## src/hw/rtl/qyrc_pkg.sv

```systemverilog
// ----------------------------------------------------------------------------
// qyrc_pkg - shared types and constants for the quaternion yaw range check
// Widths, CORDIC angle table and the data word handed along the cell chain.
// ----------------------------------------------------------------------------
package qyrc_pkg;

	localparam int CORDIC_STAGES = 16;   // 8 .. 24
	localparam int QW  = 16;             // quaternion, yaw and bound width
	localparam int CW  = 36;             // CORDIC vector width (S, C scaled by 2^30)
	localparam int AW  = 26;             // angle accumulator, degrees * 2^16
	localparam int TIW = 5;              // index width of the 24-entry angle table
	localparam int YW  = 17;             // rounded yaw before the wrap

	localparam logic signed [CW-1:0] ONE_Q30       = CW'(2**30);
	localparam logic signed [AW-1:0] ANG_HALF_TURN = AW'(11796480);
	localparam logic signed [AW-1:0] ROUND_BIAS    = AW'(256);
	localparam int                   ROUND_SHIFT   = 9;
	localparam logic signed [YW-1:0] YAW_HALF      = YW'(23040);
	localparam logic signed [YW-1:0] YAW_FULL      = YW'(46080);

	// configuration register indexes
	localparam logic REG_MIN_YAW = 1'b0;
	localparam logic REG_MAX_YAW = 1'b1;

	localparam logic signed [QW-1:0] MIN_YAW_RST = -16'sd23040;
	localparam logic signed [QW-1:0] MAX_YAW_RST = 16'sd23039;

	typedef struct packed {
		logic                 zero;   // both atan2 arguments zero
		logic signed [CW-1:0] x;
		logic signed [CW-1:0] y;
		logic signed [AW-1:0] acc;
	} cdc_t;

	// round(atan(2^-i) in degrees * 2^16)
	function automatic logic signed [AW-1:0] atan_q16(input logic [TIW-1:0] i);
		logic signed [AW-1:0] r;
		unique case (i)
			5'd0:  r = AW'(2949120);
			5'd1:  r = AW'(1740967);
			5'd2:  r = AW'(919879);
			5'd3:  r = AW'(466945);
			5'd4:  r = AW'(234379);
			5'd5:  r = AW'(117304);
			5'd6:  r = AW'(58666);
			5'd7:  r = AW'(29335);
			5'd8:  r = AW'(14668);
			5'd9:  r = AW'(7334);
			5'd10: r = AW'(3667);
			5'd11: r = AW'(1833);
			5'd12: r = AW'(917);
			5'd13: r = AW'(458);
			5'd14: r = AW'(229);
			5'd15: r = AW'(115);
			5'd16: r = AW'(57);
			5'd17: r = AW'(29);
			5'd18: r = AW'(14);
			5'd19: r = AW'(7);
			5'd20: r = AW'(4);
			5'd21: r = AW'(2);
			5'd22: r = AW'(1);
			default: r = '0;
		endcase
		return r;
	endfunction

endpackage

```

## src/hw/rtl/qyrc_prep.sv

```systemverilog
// ----------------------------------------------------------------------------
// qyrc_prep - atan2 argument forming and half-plane pre-rotation
// Three stages: products, S/C sums, negation into the right half plane.
// ----------------------------------------------------------------------------
module qyrc_prep
	import qyrc_pkg::*;
(
	input  logic                 clk,
	input  logic                 arst_n,
	input  logic                 in_valid,
	output logic                 in_ready,
	input  logic signed [QW-1:0] quat_w,
	input  logic signed [QW-1:0] quat_x,
	input  logic signed [QW-1:0] quat_y,
	input  logic signed [QW-1:0] quat_z,
	output cdc_t                 q,
	output logic                 q_valid,
	input  logic                 take_next
);

	logic signed [2*QW-1:0] p_wz_s1, p_xy_s1, p_yy_s1, p_zz_s1;
	logic                   v_s1, v_s2, v_s3;
	logic signed [CW-1:0]   s_s2, c_s2;
	logic                   zero_s2;
	cdc_t                   d_s3;
	logic                   en1, en2, en3;
	logic signed [CW-1:0]   s_sum, c_sum;

	assign en3      = !v_s3 || take_next;
	assign en2      = !v_s2 || en3;
	assign en1      = !v_s1 || en2;
	assign in_ready = en1;

	always_ff @(posedge clk or negedge arst_n) begin
		if (!arst_n) begin
			v_s1 <= 1'b0;
			v_s2 <= 1'b0;
			v_s3 <= 1'b0;
		end else begin
			if (en1) v_s1 <= in_valid;
			if (en2) v_s2 <= v_s1;
			if (en3) v_s3 <= v_s2;
		end
	end

	always_ff @(posedge clk) begin
		if (en1 && in_valid) begin
			p_wz_s1 <= quat_w * quat_z;
			p_xy_s1 <= quat_x * quat_y;
			p_yy_s1 <= quat_y * quat_y;
			p_zz_s1 <= quat_z * quat_z;
		end
	end

	// S = 2(wz + xy), C = 2^30 - 2(yy + zz)
	assign s_sum = (CW'(p_wz_s1) + CW'(p_xy_s1)) <<< 1;
	assign c_sum = ONE_Q30 - ((CW'(p_yy_s1) + CW'(p_zz_s1)) <<< 1);

	always_ff @(posedge clk) begin
		if (en2 && v_s1) begin
			s_s2    <= s_sum;
			c_s2    <= c_sum;
			zero_s2 <= (s_sum == '0) && (c_sum == '0);
		end
	end

	// left half plane: rotate by 180 degrees, start the angle at +/-180
	always_ff @(posedge clk) begin
		if (en3 && v_s2) begin
			d_s3.zero <= zero_s2;
			if (c_s2[CW-1]) begin
				d_s3.x   <= -c_s2;
				d_s3.y   <= -s_s2;
				d_s3.acc <= s_s2[CW-1] ? -ANG_HALF_TURN : ANG_HALF_TURN;
			end else begin
				d_s3.x   <= c_s2;
				d_s3.y   <= s_s2;
				d_s3.acc <= '0;
			end
		end
	end

	assign q       = d_s3;
	assign q_valid = v_s3;

	a_x_nonneg: assert property (@(posedge clk) disable iff (!arst_n)
		v_s3 |-> !d_s3.x[CW-1])
		else $error("pre-rotated x is negative");

endmodule

```

## config.mk

```make
export PLATFORM = sky130hd
export DESIGN_NAME = qyrc_prep
export DESIGN_NICKNAME = d
export VERILOG_FILES = /design/src/hw/rtl/qyrc_pkg.sv /design/src/hw/rtl/qyrc_prep.sv
export SDC_FILE = /design/constraint.sdc
export NUM_CORES = 2
export LEC_CHECK = 0
export BUFFER_PORTS_ARGS = -buffer_cell sky130_fd_sc_hd__clkbuf_2
export CORE_MARGIN = 5
export CORE_UTILIZATION = 50
export CTS_BUF_LIST = sky130_fd_sc_hd__clkbuf_2
export DETAILED_ROUTE_END_ITERATION = 10
export PLACE_DENSITY = 0.64
export SLEW_MARGIN = 20
export SYNTH_ARGS = -nofsm -noshare
export SYNTH_HDL_FRONTEND = slang
export SYNTH_SLANG_ARGS = --single-unit
```

## constraint.sdc

```tcl
create_clock -name clk -period 6.1 [get_ports clk]
set_input_delay 0.61 -clock clk [delete_from_list [all_inputs] [get_ports clk]]
set_output_delay 0.61 -clock clk [all_outputs]
set_load 0.01 [all_outputs]
```

==> summary.md <==
| Metric | Value |
|---|---|
| Most common cell after layout, fill and taps aside | `inv_1` |
| Core ar. | `about 100000 um2` |
| WP data required | `~6700 ps` |
| CP max stage cell | `fa_1` |
| Hold_ws | `216 ps` |
| Post-place setup slack | `-771 ps` |
| Clock sink count | `between 200 and 300` |
| Clk root buf | `clkbuf_2` |
| Via count | `between 30000 and 40000` |
| DRT antenna net count | `0` |
| Max_cap viols | `0` |
| Main synth FF type | `edfxtp_1` |
| Number of CTS-inserted buffers | `a little over 70` |
| Postcts setup bufs | `0` |
| Routability cong. | `around 0.94` |
| Crit Path Category | `input pin to register` |
| Sequential element share of the synthesized area | `approximately 16%` |
| Top Ports | `between 150 and 200` |
| Utilization after layout | `58.0%` |
| Hpwl dp | `approximately 110000 um` |
| Worst setup margin | `119 ps` |
| Largest net degree at the start of global routing | `about 130` |
| P&R area growth vs syn | `15.2%` |
| Slew Limit Fails | `0` |
| Die footprint | `between 100000 and 150000 um2` |
| Post-route cell area | `between 50000 and 60000 um2` |
| DR WL/cell | `between 15 and 20 um` |
| Drt pass-1 iters | `5` |
| CP top delay family | `adder cells` |
| Worst Max-Slew Pin Slew | `970 ps` |
| Fin crit period | `approximately 6000 ps` |
| Total overflow reported by the global router | `0` |
| Clock transition at path regs | `around 130 ps` |
| GRT Util Overall | `a little under a quarter` |
| Post-synth EDFFs | `268` |
| Initial core utilization | `between 50% and 60%` |
| Hold Path Class | `input pin to register` |
| Count of cell types in the netlist | `90` |
| Yosys top cell area share | `between 30 and 40%` |
| Crit-path cells | `clkbuf_2 > buf_4 > buf_4 > and2_1 > fa_1 > inv_1 > fa_1 > fa_1 > inv_1 > fa_1 > fa_1 > inv_1 > fa_1 > inv_1 > ha_1 > or3_1 > a2111oi_2 > nor3_2 > a211o_1 > nand4_1 > a31oi_1 > a21o_1 > a21oi_2 > xnor2_1` |
| Worst slew margin | `34.9%` |
| Critical Path End Type | `register` |
| Worst setup SP type | `input pin` |
| Clk_skew | `89.4 ps` |
| Fin crit share | `98.1%` |
| Detailed Route Iter0 Violations | `between 1500 and 2000` |
| Synth area leader | `fa_1` |
| Die width | `about 330 um` |
| Synthesized area | `between 50000 and 60000 um2` |
| Area after DPL | `58300 um2` |
| Die Height | `330 um` |
| Net count, final | `about 7400` |
| Routed WL | `roughly 120000 um` |
| Crit path DAT | `6610 ps` |
| Post-synthesis async set-or-reset flop share | `1.11%` |
| Cell repeated most along the worst path | `fa_1` |
| Clock Latency Late Sink | `between 900 and 1000 ps` |
| Layout cells sized above 1 | `roughly 17%` |
| #FFs+latches synth | `between 200 and 300` |
| CTS H-Tree Depth | `3` |
| Top cells by area, synth | `fa_1 (39%), edfxtp_1 (16%), ha_1 (10%)` |
| Status | `finished clean` |
| Final-report hold violation count | `0` |
| Port bufs | `148` |
| CP max FO | `12` |
| F_max | `between 150 and 200 MHz` |
| Syn avg cell area | `between 9 and 10 um2` |
| Core Rows | `between 100 and 150` |
| Number of buffers and inverters on the critical path | `7` |
| Via count of the first global-routing pass | `approximately 40000` |
| Clock buffer depth | `3` |
| Antenna violations before repair | `5` |
| RSZ-0062 raised after global routing | `no` |
| Post-Syn Instances | `between 5000 and 6000` |
| Via density | `about 5` |
| Crit path largest cell delay | `between 500 and 600 ps` |
| Final setup viols | `0` |
| Synth warn | `0` |
| Most frequent cells in the layout | `inv_1 (1279), fa_1 (979), buf_4 (591)` |
| First-pass GRT wire length | `around 200000 um` |
| DRC | `0` |
| CTS tree | `done` |
==> tightest hold or removal path, delay by kind of cell <==
family | cells | cell delay (ps)
buffers and inverters | 3 | 480
==> cell type report <==
| type | count | area, um2 |
|---|---|---|
| Multi-Input combinational cell | 3527 | 38000 |
| Fill cell | 8912 | 42700 |
| Timing Repair Buffer | 768 | 5690 |
| Inverter | 1287 | 4830 |
| Antenna cell | 6 | 15.0 |
| Clock inverter | 25 | 193 |
| Sequential cell | 271 | 8120 |
| Tap cell | 1368 | 1710 |
| Clock buffer | 94 | 470 |
==> logic make-up after synthesis <==
family / synth area share, %
other: 0.00732
xor gates and xnor gates: 4.97
and+or+nand+nor: 12.6
muxes: 0.100
AOI/OAI and AO/OA: 6.56
adders and majority gates: 48.9
buffers and inverters: 11.0
DFF: 15.9
==> worst paths after layout <==
path,start,slack (ps),depth (start not counted),endpoint
setup / recovery,quat_z[5],120,24,p_zz_s1[31]
hold / removal,quat_z[0],220,3,p_zz_s1[0]
setup reg to reg,p_yy_s1[2],620,15,zero_s2
hold reg to reg,zero_s2,490,0,q[98]
max in group asynchronous,arst_n,5400,3,v_s1
min in group asynchronous,arst_n,550,3,q_valid
==> synth_stat cells (6+ instances only) <==
library cell / n
or4_1: 16
a21o_1: 57
nand3_1: 42
a211oi_1: 23
o211ai_1: 11
o21ai_0: 86
nor2_1: 203
inv_1: 1284
a31oi_1: 10
a21oi_1: 130
and2_1: 327
edfxtp_1: 268
nand2_1: 477
nand2b_1: 40
or2_2: 17
o22ai_1: 8
nor2b_1: 31
o21bai_1: 21
o41ai_1: 12
or3_1: 23
a41o_1: 6
nand4_1: 16
nor4_1: 6
ha_1: 416
o21a_1: 26
buf_4: 25
nor3_1: 47
clkbuf_1: 152
xnor2_1: 242
a211o_1: 8
a21boi_0: 7
xor2_1: 49
a31o_2: 13
nand3b_1: 7
and3_1: 18
o31ai_1: 26
fa_1: 993
==> sequential cells by signal (all words and copies together), names as in the netlist <==
signal,cells
q,74
c_s2,34
s_s2,33
p_wz_s1,32
p_xy_s1,32
p_yy_s1,31
p_zz_s1,31
q_valid,1
v_s1,1
v_s2,1
zero_s2,1
==> per-layer routing <==
metal / share of wire, % / vias to the layer above / wire length, um / track usage [%]
met1: 42 / 18500 / 51500 / 31.0
met2: 49 / 772 / 60000 / 39.8
met5: 0.025 / - / 31 / 0
met4: 3.0 / 4 / 3620 / 6.51
li1: - / 17500 / - / -
met3: 5.3 / 181 / 6470 / 3.50
==> metrics by stage <==
stage               cells  TNS, ps
floorplan            5271    -3250
global placement     7216   -18860
detailed placement   7216   -21930
CTS                  7340        0
global route         7341        0
finish               7346        0
==> what timing repair did <==
| item | in CTS | in global routing |
|---|---|---|
| setup endpoints to repair | 0 | 4 |
| hold buffers | 5 | 0 |
| endpoints found under the hold margin | 6 | 0 |
| resized for setup | 0 | 9 |
Power is left out: the tool's default activity adds up to more than one toggle a clock period on the data nets, which glitch-free logic cannot reach.
