==> config.mk <==
export PLATFORM = sky130hd
export DESIGN_NAME = qyrc_post
export DESIGN_NICKNAME = d
export VERILOG_FILES = /design/src/hw/rtl/qyrc_pkg.sv /design/src/hw/rtl/qyrc_post.sv
export SDC_FILE = /design/constraint.sdc
export NUM_CORES = 1
export LEC_CHECK = 0
export BUFFER_PORTS_ARGS = -buffer_cell sky130_fd_sc_hd__buf_2
export CAP_MARGIN = 20
export CORE_ASPECT_RATIO = 1.2
export CORE_MARGIN = 5
export CORE_UTILIZATION = 46
export DETAILED_ROUTE_END_ITERATION = 10
export GPL_ROUTABILITY_DRIVEN = 0
export HOLD_SLACK_MARGIN = 0.15
export PLACE_DENSITY_LB_ADDON = 0.05
export SLEW_MARGIN = 10
export SYNTH_ARGS = -nofsm -noshare
export SYNTH_HDL_FRONTEND = slang
export SYNTH_SLANG_ARGS = --single-unit
==> constraint.sdc <==
create_clock -name clk -period 2.33 [get_ports clk]
set_input_delay 0.233 -clock clk [delete_from_list [all_inputs] [get_ports clk]]
set_output_delay 0.233 -clock clk [all_outputs]
set_load 0.02 [all_outputs]
==> src/hw/rtl/qyrc_pkg.sv <==
// ----------------------------------------------------------------------------
// qyrc_pkg - shared types and constants for the quaternion yaw range check
// Widths, CORDIC angle table and the data word handed along the cell chain.
// ----------------------------------------------------------------------------
package qyrc_pkg;

	localparam int CORDIC_STAGES = 16;   // 8 .. 24
	localparam int QW  = 16;             // quaternion, yaw and bound width
	localparam int CW  = 36;             // CORDIC vector width (S, C scaled by 2^30)
	localparam int AW  = 26;             // angle accumulator, degrees * 2^16
	localparam int TIW = 5;              // index width of the 24-entry angle table
	localparam int YW  = 17;             // rounded yaw before the wrap

	localparam logic signed [CW-1:0] ONE_Q30       = CW'(2**30);
	localparam logic signed [AW-1:0] ANG_HALF_TURN = AW'(11796480);
	localparam logic signed [AW-1:0] ROUND_BIAS    = AW'(256);
	localparam int                   ROUND_SHIFT   = 9;
	localparam logic signed [YW-1:0] YAW_HALF      = YW'(23040);
	localparam logic signed [YW-1:0] YAW_FULL      = YW'(46080);

	// configuration register indexes
	localparam logic REG_MIN_YAW = 1'b0;
	localparam logic REG_MAX_YAW = 1'b1;

	localparam logic signed [QW-1:0] MIN_YAW_RST = -16'sd23040;
	localparam logic signed [QW-1:0] MAX_YAW_RST = 16'sd23039;

	typedef struct packed {
		logic                 zero;   // both atan2 arguments zero
		logic signed [CW-1:0] x;
		logic signed [CW-1:0] y;
		logic signed [AW-1:0] acc;
	} cdc_t;

	// round(atan(2^-i) in degrees * 2^16)
	function automatic logic signed [AW-1:0] atan_q16(input logic [TIW-1:0] i);
		logic signed [AW-1:0] r;
		unique case (i)
			5'd0:  r = AW'(2949120);
			5'd1:  r = AW'(1740967);
			5'd2:  r = AW'(919879);
			5'd3:  r = AW'(466945);
			5'd4:  r = AW'(234379);
			5'd5:  r = AW'(117304);
			5'd6:  r = AW'(58666);
			5'd7:  r = AW'(29335);
			5'd8:  r = AW'(14668);
			5'd9:  r = AW'(7334);
			5'd10: r = AW'(3667);
			5'd11: r = AW'(1833);
			5'd12: r = AW'(917);
			5'd13: r = AW'(458);
			5'd14: r = AW'(229);
			5'd15: r = AW'(115);
			5'd16: r = AW'(57);
			5'd17: r = AW'(29);
			5'd18: r = AW'(14);
			5'd19: r = AW'(7);
			5'd20: r = AW'(4);
			5'd21: r = AW'(2);
			5'd22: r = AW'(1);
			default: r = '0;
		endcase
		return r;
	endfunction

endpackage

==> src/hw/rtl/qyrc_post.sv <==
// ----------------------------------------------------------------------------
// qyrc_post - yaw rounding, wrap and range compare
// Rounds the angle to 1/128 degree, wraps into [-180, 180), registers output.
// ----------------------------------------------------------------------------
module qyrc_post
	import qyrc_pkg::*;
(
	input  logic                 clk,
	input  logic                 arst_n,
	input  cdc_t                 d,
	input  logic                 d_valid,
	output logic                 take,
	input  logic signed [QW-1:0] min_yaw,
	input  logic signed [QW-1:0] max_yaw,
	output logic                 out_valid,
	input  logic                 out_ready,
	output logic signed [QW-1:0] yaw_angle,
	output logic                 yaw_ok
);

	logic signed [AW-1:0] acc_r;
	logic signed [YW-1:0] yaw_raw, yaw_wrap;
	logic signed [QW-1:0] yaw;
	logic                 v_q;
	logic signed [QW-1:0] yaw_q;
	logic                 rng_q;

	assign take    = !v_q || out_ready;
	assign acc_r   = (d.acc + ROUND_BIAS) >>> ROUND_SHIFT;
	assign yaw_raw = acc_r[YW-1:0];

	always_comb begin
		priority if (yaw_raw >= YAW_HALF) begin
			yaw_wrap = yaw_raw - YAW_FULL;
		end else if (yaw_raw < -YAW_HALF) begin
			yaw_wrap = yaw_raw + YAW_FULL;
		end else begin
			yaw_wrap = yaw_raw;
		end
	end

	assign yaw = d.zero ? '0 : yaw_wrap[QW-1:0];

	always_ff @(posedge clk or negedge arst_n) begin
		if (!arst_n) begin
			v_q <= 1'b0;
		end else if (take) begin
			v_q <= d_valid;
		end
	end

	always_ff @(posedge clk) begin
		if (take && d_valid) begin
			yaw_q <= yaw;
			rng_q <= (min_yaw <= yaw) && (yaw <= max_yaw);
		end
	end

	assign out_valid = v_q;
	assign yaw_angle = yaw_q;
	assign yaw_ok    = rng_q;

	a_yaw_range: assert property (@(posedge clk) disable iff (!arst_n)
		v_q |-> (yaw_q >= -16'sd23040) && (yaw_q <= 16'sd23039))
		else $error("yaw outside [-180, 180)");

	a_empty_takes: assert property (@(posedge clk) disable iff (!arst_n)
		!v_q |-> take)
		else $error("empty output stage refuses an item");

endmodule

==> out/metrics.cfg, run 1 <==
[floorplanning]
dieArea_um2=6570
dieWidth_um=74.8
start_util=0.473
core_area_um2=4900
pin_count=154
num_rows=28
die_h_um=87.8

[clock_network]
cts.sink_count=18
clock_latency_ns=0.27
clk_pin_slew_ns=0.07
max-clock-path-buffers=2
cts.htree.levels=1
cts-root-buf=clkbuf_8
cts_buffers=3
cts_tree=done

[cells_and_area]
n_antenna_cell=0
final_common_cell=buf_2
layout_common_cells=buf_2, buf_4, inv_1
finalInstanceArea_um2=3510
area_growth_syn_to_layout_pct=51.1
fin_nets=576
final_cells=467
layout-drive-gt1-share=0.486

[flow_run]
maxCapViolCount=0

[sta]
final.setup.tns_ns=-0.714
max_freq_mhz=328
max_slew_margin=0.515
worstMarginPinSlew_ns=0.728
clock_skew_ns=0.00757
period_minus_slack_ns=3.04
setup_ws_ns=-0.714
drv_slew=0
fin_crit_sh=1.31
finalHoldViolCount=0
rsz0062_at_grt=true
hold_ws_ns=0.161
setup_viol=1

[power_and_ir_drop]
p_seq_frac=0.322
clkPwrFrac=0.219
p_sw_w=0.000395
switching_share=0.329
p_int_w=0.000806
p_per_area_nw_per_um2=343
p_leak_nw=1.73
ir_worst_vdd_v=0.000223
p_comb_frac=0.459

[grt]
grt.busiest_layer=met2
grt_pass1_wl_um=10200
grtUsageMet1=0.224
grt_pass1_vias=2380
use_met3=0.0172
grt_overflow=0
grt_max_degree=18
antenna_found_initial=0
track_usage=0.197
met2_usage=0.371

[placed_design]
port_buffers=73
dpl.cell_count=460
pre_cts_ws_ns=-1.20
detailed_place_hpwl_um=5580
placedInstanceArea_um2=3260

[worst_setup_path]
startpoint_type=primary input
worstRegToRegCells=2
cp_data_arrival_time_ns=3.16
rr_endpoint=yaw_angle[2]$_DFFE_PP_
required_ns=2.45
end_kind=register
r2r-start=out_valid$_DFFE_PN0N_
r2r_slack_ns=0.86
crit_type=in2reg
crit_path_max_fanout=3

[min_path]
hp-start=d_valid
holdPathEnd=out_valid$_DFFE_PN0N_
hold_class=in2reg
hold_depth=2

[route]
vias=2456
drt_iter0_markers=89
viasPerCell=5.26
ant_nets=0
wl_per_cell_um=13.9
post-route-drc-count=0
first_pass_iters=4
wl_um=6510

[synth]
synth_cells=267
netlist_area_um2=2320
post-synth-top-area-cell=edfxtp_1
yosys-top-cells-area=edfxtp_1, ha_1, inv_1
postSynthAreaPerCell_um2=8.69
synth_nets=435
ys_ff_latch=18
ys_async_sr_fraction=0.0556
synth_enable_flop_cells=17
synth_ff_type=edfxtp_1
netlist.area_leader.share=0.220
synth-seq-area-share=0.231
yosysWarningCount=0
synth.distinct_cells=61

[outcome]
violations=negative setup slack
status=finished with violations

cell type report:
class | count | area [um2]
flip-flops and latches | 18 | 536
repair buffers | 140 | 891
well taps | 60 | 75.1
multi-input cells | 210 | 1820
fillers | 417 | 1400
clock buffers | 4 | 55.1
inverters | 35 | 131
per-layer routing:
| metal | vias up | wire length [um] |
|---|---|---|
| met1 | 1102 | 2610 |
| met2 | 85 | 3290 |
| li1 | 1258 | - |
| met3 | 11 | 484 |
| met5 | - | 0 |
| met4 | 0 | 124 |
stage by stage:
stage,power (W),utilization
floorplan,0.000679,-
global placement,0.000894,0.665
detailed placement,0.000909,0.665
CTS,0.00118,0.698
global route,0.00128,0.715
finish,0.00120,0.715
logic make-up after synthesis:
family | synth area share
simple gates | 0.260
compound gates | 0.177
buf+inv | 0.0658
fa+ha+maj | 0.178
xor+xnor | 0.0749
flops | 0.231
mux | 0.0135
Yosys cell counts (all sizes together), types with 2 or more instances:
| library cell | number |
|---|---|
| a2111o | 2 |
| a211oi | 2 |
| a21o | 5 |
| a21oi | 10 |
| a22oi | 2 |
| a31oi | 2 |
| a32oi | 2 |
| and2 | 5 |
| and3 | 4 |
| and4 | 5 |
| buf | 3 |
| edfxtp | 17 |
| ha | 33 |
| inv | 35 |
| mux2i | 2 |
| nand2 | 13 |
| nand2b | 5 |
| nand3 | 7 |
| nand4 | 12 |
| nor2 | 15 |
| nor2b | 3 |
| nor3 | 11 |
| nor4 | 3 |
| o211ai | 2 |
| o21a | 2 |
| o21ai | 14 |
| or2 | 14 |
| or3 | 2 |
| xnor2 | 12 |
| xor2 | 7 |
worst max-delay path, cell delays in order:
cell and delay (ns):
buf_8 0.08, buf_4 0.10, nand4_1 0.16, a2111o_1 0.42, a221oi_2 0.29, o22a_2 0.24
o211ai_1 0.09, o31a_2 0.13, a32oi_2 0.21, inv_1 0.12, ha_4 0.29, inv_1 0.05
a2111o_1 0.34, a31oi_1 0.15, o21ai_1 0.08, a22oi_1 0.17
worst max path at each step:
stage	end	depth (start not counted)	start
after floorplan	yaw_ok$_DFFE_PP_	14	d[8]
after global placement	yaw_ok$_DFFE_PP_	16	d[8]
after detailed placement	yaw_ok$_DFFE_PP_	16	d[8]
after CTS	yaw_ok$_DFFE_PP_	15	d[9]
after global routing	yaw_ok$_DFFE_PP_	17	d[9]
final	yaw_ok$_DFFE_PP_	16	d[9]
registers in the layout, indices dropped and copies added, names as in the netlist:
| register | cells |
|---|---|
| yaw_angle | 16 |
| out_valid | 1 |
| yaw_ok | 1 |
power groups by stage:
| stage | registers, W | logic, W | clock network, W |
|---|---|---|---|
| 2_1_floorplan | 0.000422 | 0.000257 | 0 |
| 3_3_place_gp | 0.000393 | 0.000502 | 0 |
| 3_5_place_dp | 0.000394 | 0.000515 | 0 |
| 4_1_cts | 0.000387 | 0.000538 | 0.000257 |
| 5_1_grt | 0.000388 | 0.000614 | 0.000276 |
| 6_report | 0.000386 | 0.000552 | 0.000263 |
timing repair:
| action | in CTS | in global routing |
|---|---|---|
| setup endpoints to repair | 1 | 1 |
| endpoints found under the hold margin | 1 | 0 |
| buffers inserted | 2 | 1 |
| pin swaps | 17 | 6 |
| resized for setup | 20 | 14 |
| hold buffers | 1 | 0 |
| gates cloned | 0 | 0 |
No activity file was read; power rests on OpenSTA's default activity.
==> run 2: changes to the inputs <==
REMOVE_ABC_BUFFERS = 1   (was default)
==> run 2 against run 1 <==
The run still ends with negative setup slack left. Critical endpoint unchanged. Maximum frequency fell by 2.8%. Sequential cell count unchanged. Sequential power hardly changed. Worst setup slack got worse by 0.087 ns. Count of clock-buffer cells in the layout unchanged. Clock power fell by 3%. Critical path depth did not move. Largest power group unchanged. Combinational power is 1% lower. Die area stayed put. First-iteration DRC count down 6.7%.
==> out/metrics.cfg, run 2 (same netlist as run 1, synthesis figures left out) <==
[outcome]
status=finished with violations
violations=negative setup slack

[power_and_ir_drop]
p_comb_frac=0.460  ; about the same
p_seq_frac=0.326  ; +0.004
clkPwrFrac=0.214  ; -0.005
switching_share=0.323  ; -0.00553
p_sw_w=0.000383  ; -3.0%
p_leak_nw=1.77  ; +2.2%
p_int_w=0.000802  ; -0.51%
p_per_area_nw_per_um2=337  ; -1.7%
ir_worst_vdd_v=0.000166  ; -26%

[sta]
worstMarginPinSlew_ns=0.729  ; +0.000977 ns
period_minus_slack_ns=3.13  ; +0.0870 ns
setup_viol=1  ; unchanged
max_slew_margin=0.514  ; -0.000652
max_freq_mhz=319  ; -2.8%
fin_crit_sh=1.34  ; +0.0373
finalHoldViolCount=0  ; unchanged
clock_skew_ns=0.00375  ; -0.00382 ns
drv_slew=0  ; unchanged
setup_ws_ns=-0.801  ; -0.0870 ns
rsz0062_at_grt=true

[cells_and_area]
finalInstanceArea_um2=3520  ; +0.39%
final_common_cell=buf_2
fillers=418  ; +0.24%
multi_input_area_um2=1790  ; -1.3%
n_antenna_cell=0  ; unchanged
layout_common_cells=buf_2, buf_4, inv_1
layout-drive-gt1-share=0.490  ; +0.00380
area_growth_syn_to_layout_pct=51.6
final_cells=472  ; +1.1%
largest_reg_flops=16  ; unchanged
fin_nets=581  ; +0.87%
register_area_um2=536  ; unchanged

[min_path]
hold_class=in2reg

[grt]
grt_overflow=0  ; unchanged
grt_max_degree=18  ; unchanged
track_usage=0.201  ; +0.00385
grt_pass1_vias=2498  ; +5.0%
grt_pass1_wl_um=10500  ; +3.3%
antenna_found_initial=0  ; unchanged

[worst_setup_path]
required_ns=2.33  ; -0.12 ns
startpoint_type=primary input
crit_type=in2reg
end_kind=register
crit_path_max_fanout=4  ; +1
cp_data_arrival_time_ns=3.14  ; -0.02 ns

[route]
post-route-drc-count=0  ; unchanged
vias=2469  ; +0.53%
viasPerCell=5.23  ; -0.54%
drt_iter0_markers=83  ; -6.7%
wl_per_cell_um=13.7  ; -2.0%
wl_um=6440  ; -0.95%
first_pass_iters=4  ; unchanged
ant_nets=0  ; unchanged

[placed_design]
placedInstanceArea_um2=3240  ; -0.84%
port_buffers=73  ; unchanged
detailed_place_hpwl_um=5500  ; -1.4%
pre_cts_ws_ns=-1.35  ; -0.144 ns
dpl.cell_count=462  ; +0.43%

[floorplanning]
dieWidth_um=74.8  ; unchanged
pin_count=154  ; unchanged
die_h_um=87.8  ; unchanged
core_area_um2=4900  ; unchanged
num_rows=28  ; unchanged
start_util=0.473  ; unchanged
dieArea_um2=6570  ; unchanged

[clock_network]
clk_pin_slew_ns=0.07  ; about the same
cts_tree=done
cts-root-buf=clkbuf_8
clock_latency_ns=0.25  ; -0.02 ns
cts_buffers=3  ; unchanged
cts.htree.levels=1  ; unchanged
max-clock-path-buffers=2  ; unchanged
cts.sink_count=18  ; unchanged

[flow_run]
maxCapViolCount=0  ; unchanged

-- run 2: changes by cell type in the layout (fill, tap and decap cells not counted), sizes merged --
cell	change
buf	+5
-- run 2: layout make-up --
cell class / instances / share of cell area
Timing Repair Buffer: 145 / 0.264
Inverter: 35 / 0.0373
Clock buffer: 4 / 0.0156
Sequential cell: 18 / 0.152
Multi-Input combinational cell: 210 / 0.510
Tap cell: 60 / 0.0213
-- run 2: power by group through the flow --
stage	Sequential, W	Clock, W	Combinational (W)
global route	0.000388	0.000268	0.000607
floorplan	0.000422	0	0.000241
finish	0.000386	0.000254	0.000545
CTS	0.000386	0.000256	0.000525
detailed placement	0.000393	0	0.000505
global placement	0.000393	0	0.000496
-- run 2: worst paths after layout --
| path | from | to | slack, ns | cells past startpoint |
|---|---|---|---|---|
| setup / recovery | d[8] | yaw_ok$_DFFE_PP_ | -0.80 | 16 |
| hold / removal | d_valid | out_valid$_DFFE_PN0N_ | 0.18 | 2 |
| setup reg to reg | out_valid$_DFFE_PN0N_ | yaw_angle[0]$_DFFE_PP_ | 0.88 | 2 |
| hold reg to reg | out_valid$_DFFE_PN0N_ | out_valid$_DFFE_PN0N_ | 0.52 | 2 |
| max in group asynchronous | arst_n | out_valid$_DFFE_PN0N_ | 1.96 | 2 |
| min in group asynchronous | arst_n | out_valid$_DFFE_PN0N_ | 0.28 | 2 |
-- run 2: per-stage QoR --
step           power (W)  hold slack, ns  setup TNS (ns)  utilization
6_report         0.00118           0.177          -0.801        0.718
5_1_grt          0.00126           0.196          -0.978        0.718
4_1_cts          0.00117           0.178          -0.824        0.694
3_5_place_dp    0.000898         0.00852           -2.88        0.660
3_3_place_gp    0.000889         0.00852           -2.45        0.660
2_1_floorplan   0.000663         -0.0626           -1.23            -
-- run 2: critical path: stages --
cell	delay, ns
buf_6	0.09
ha_4	0.13
and4_4	0.25
and4_2	0.27
xor2_2	0.15
buf_4	0.15
a311oi_4	0.05
buf_4	0.17
o32a_2	0.40
xnor2_2	0.14
or2_1	0.21
ha_1	0.30
nand4_1	0.14
o2111a_1	0.29
o21ai_1	0.08
a22oi_1	0.08
-- run 2: metal layers --
metal | up-vias | global-route usage | part of all wire
li1 | 1266 | - | -
met1 | 1089 | 0.233 | 0.39
met2 | 92 | 0.365 | 0.50
met3 | 22 | 0.0172 | 0.076
met4 | 0 | 0.0922 | 0.036
met5 | - | 0 | 0
-- run 2: what timing repair did --
action | CTS | global route
setup buffers | 3 | 2
endpoints found under the hold margin | 1 | 0
pin swaps | 16 | 15
resized for setup | 19 | 19
endpoints found under the setup margin | 4 | 2
hold buffers | 1 | 0
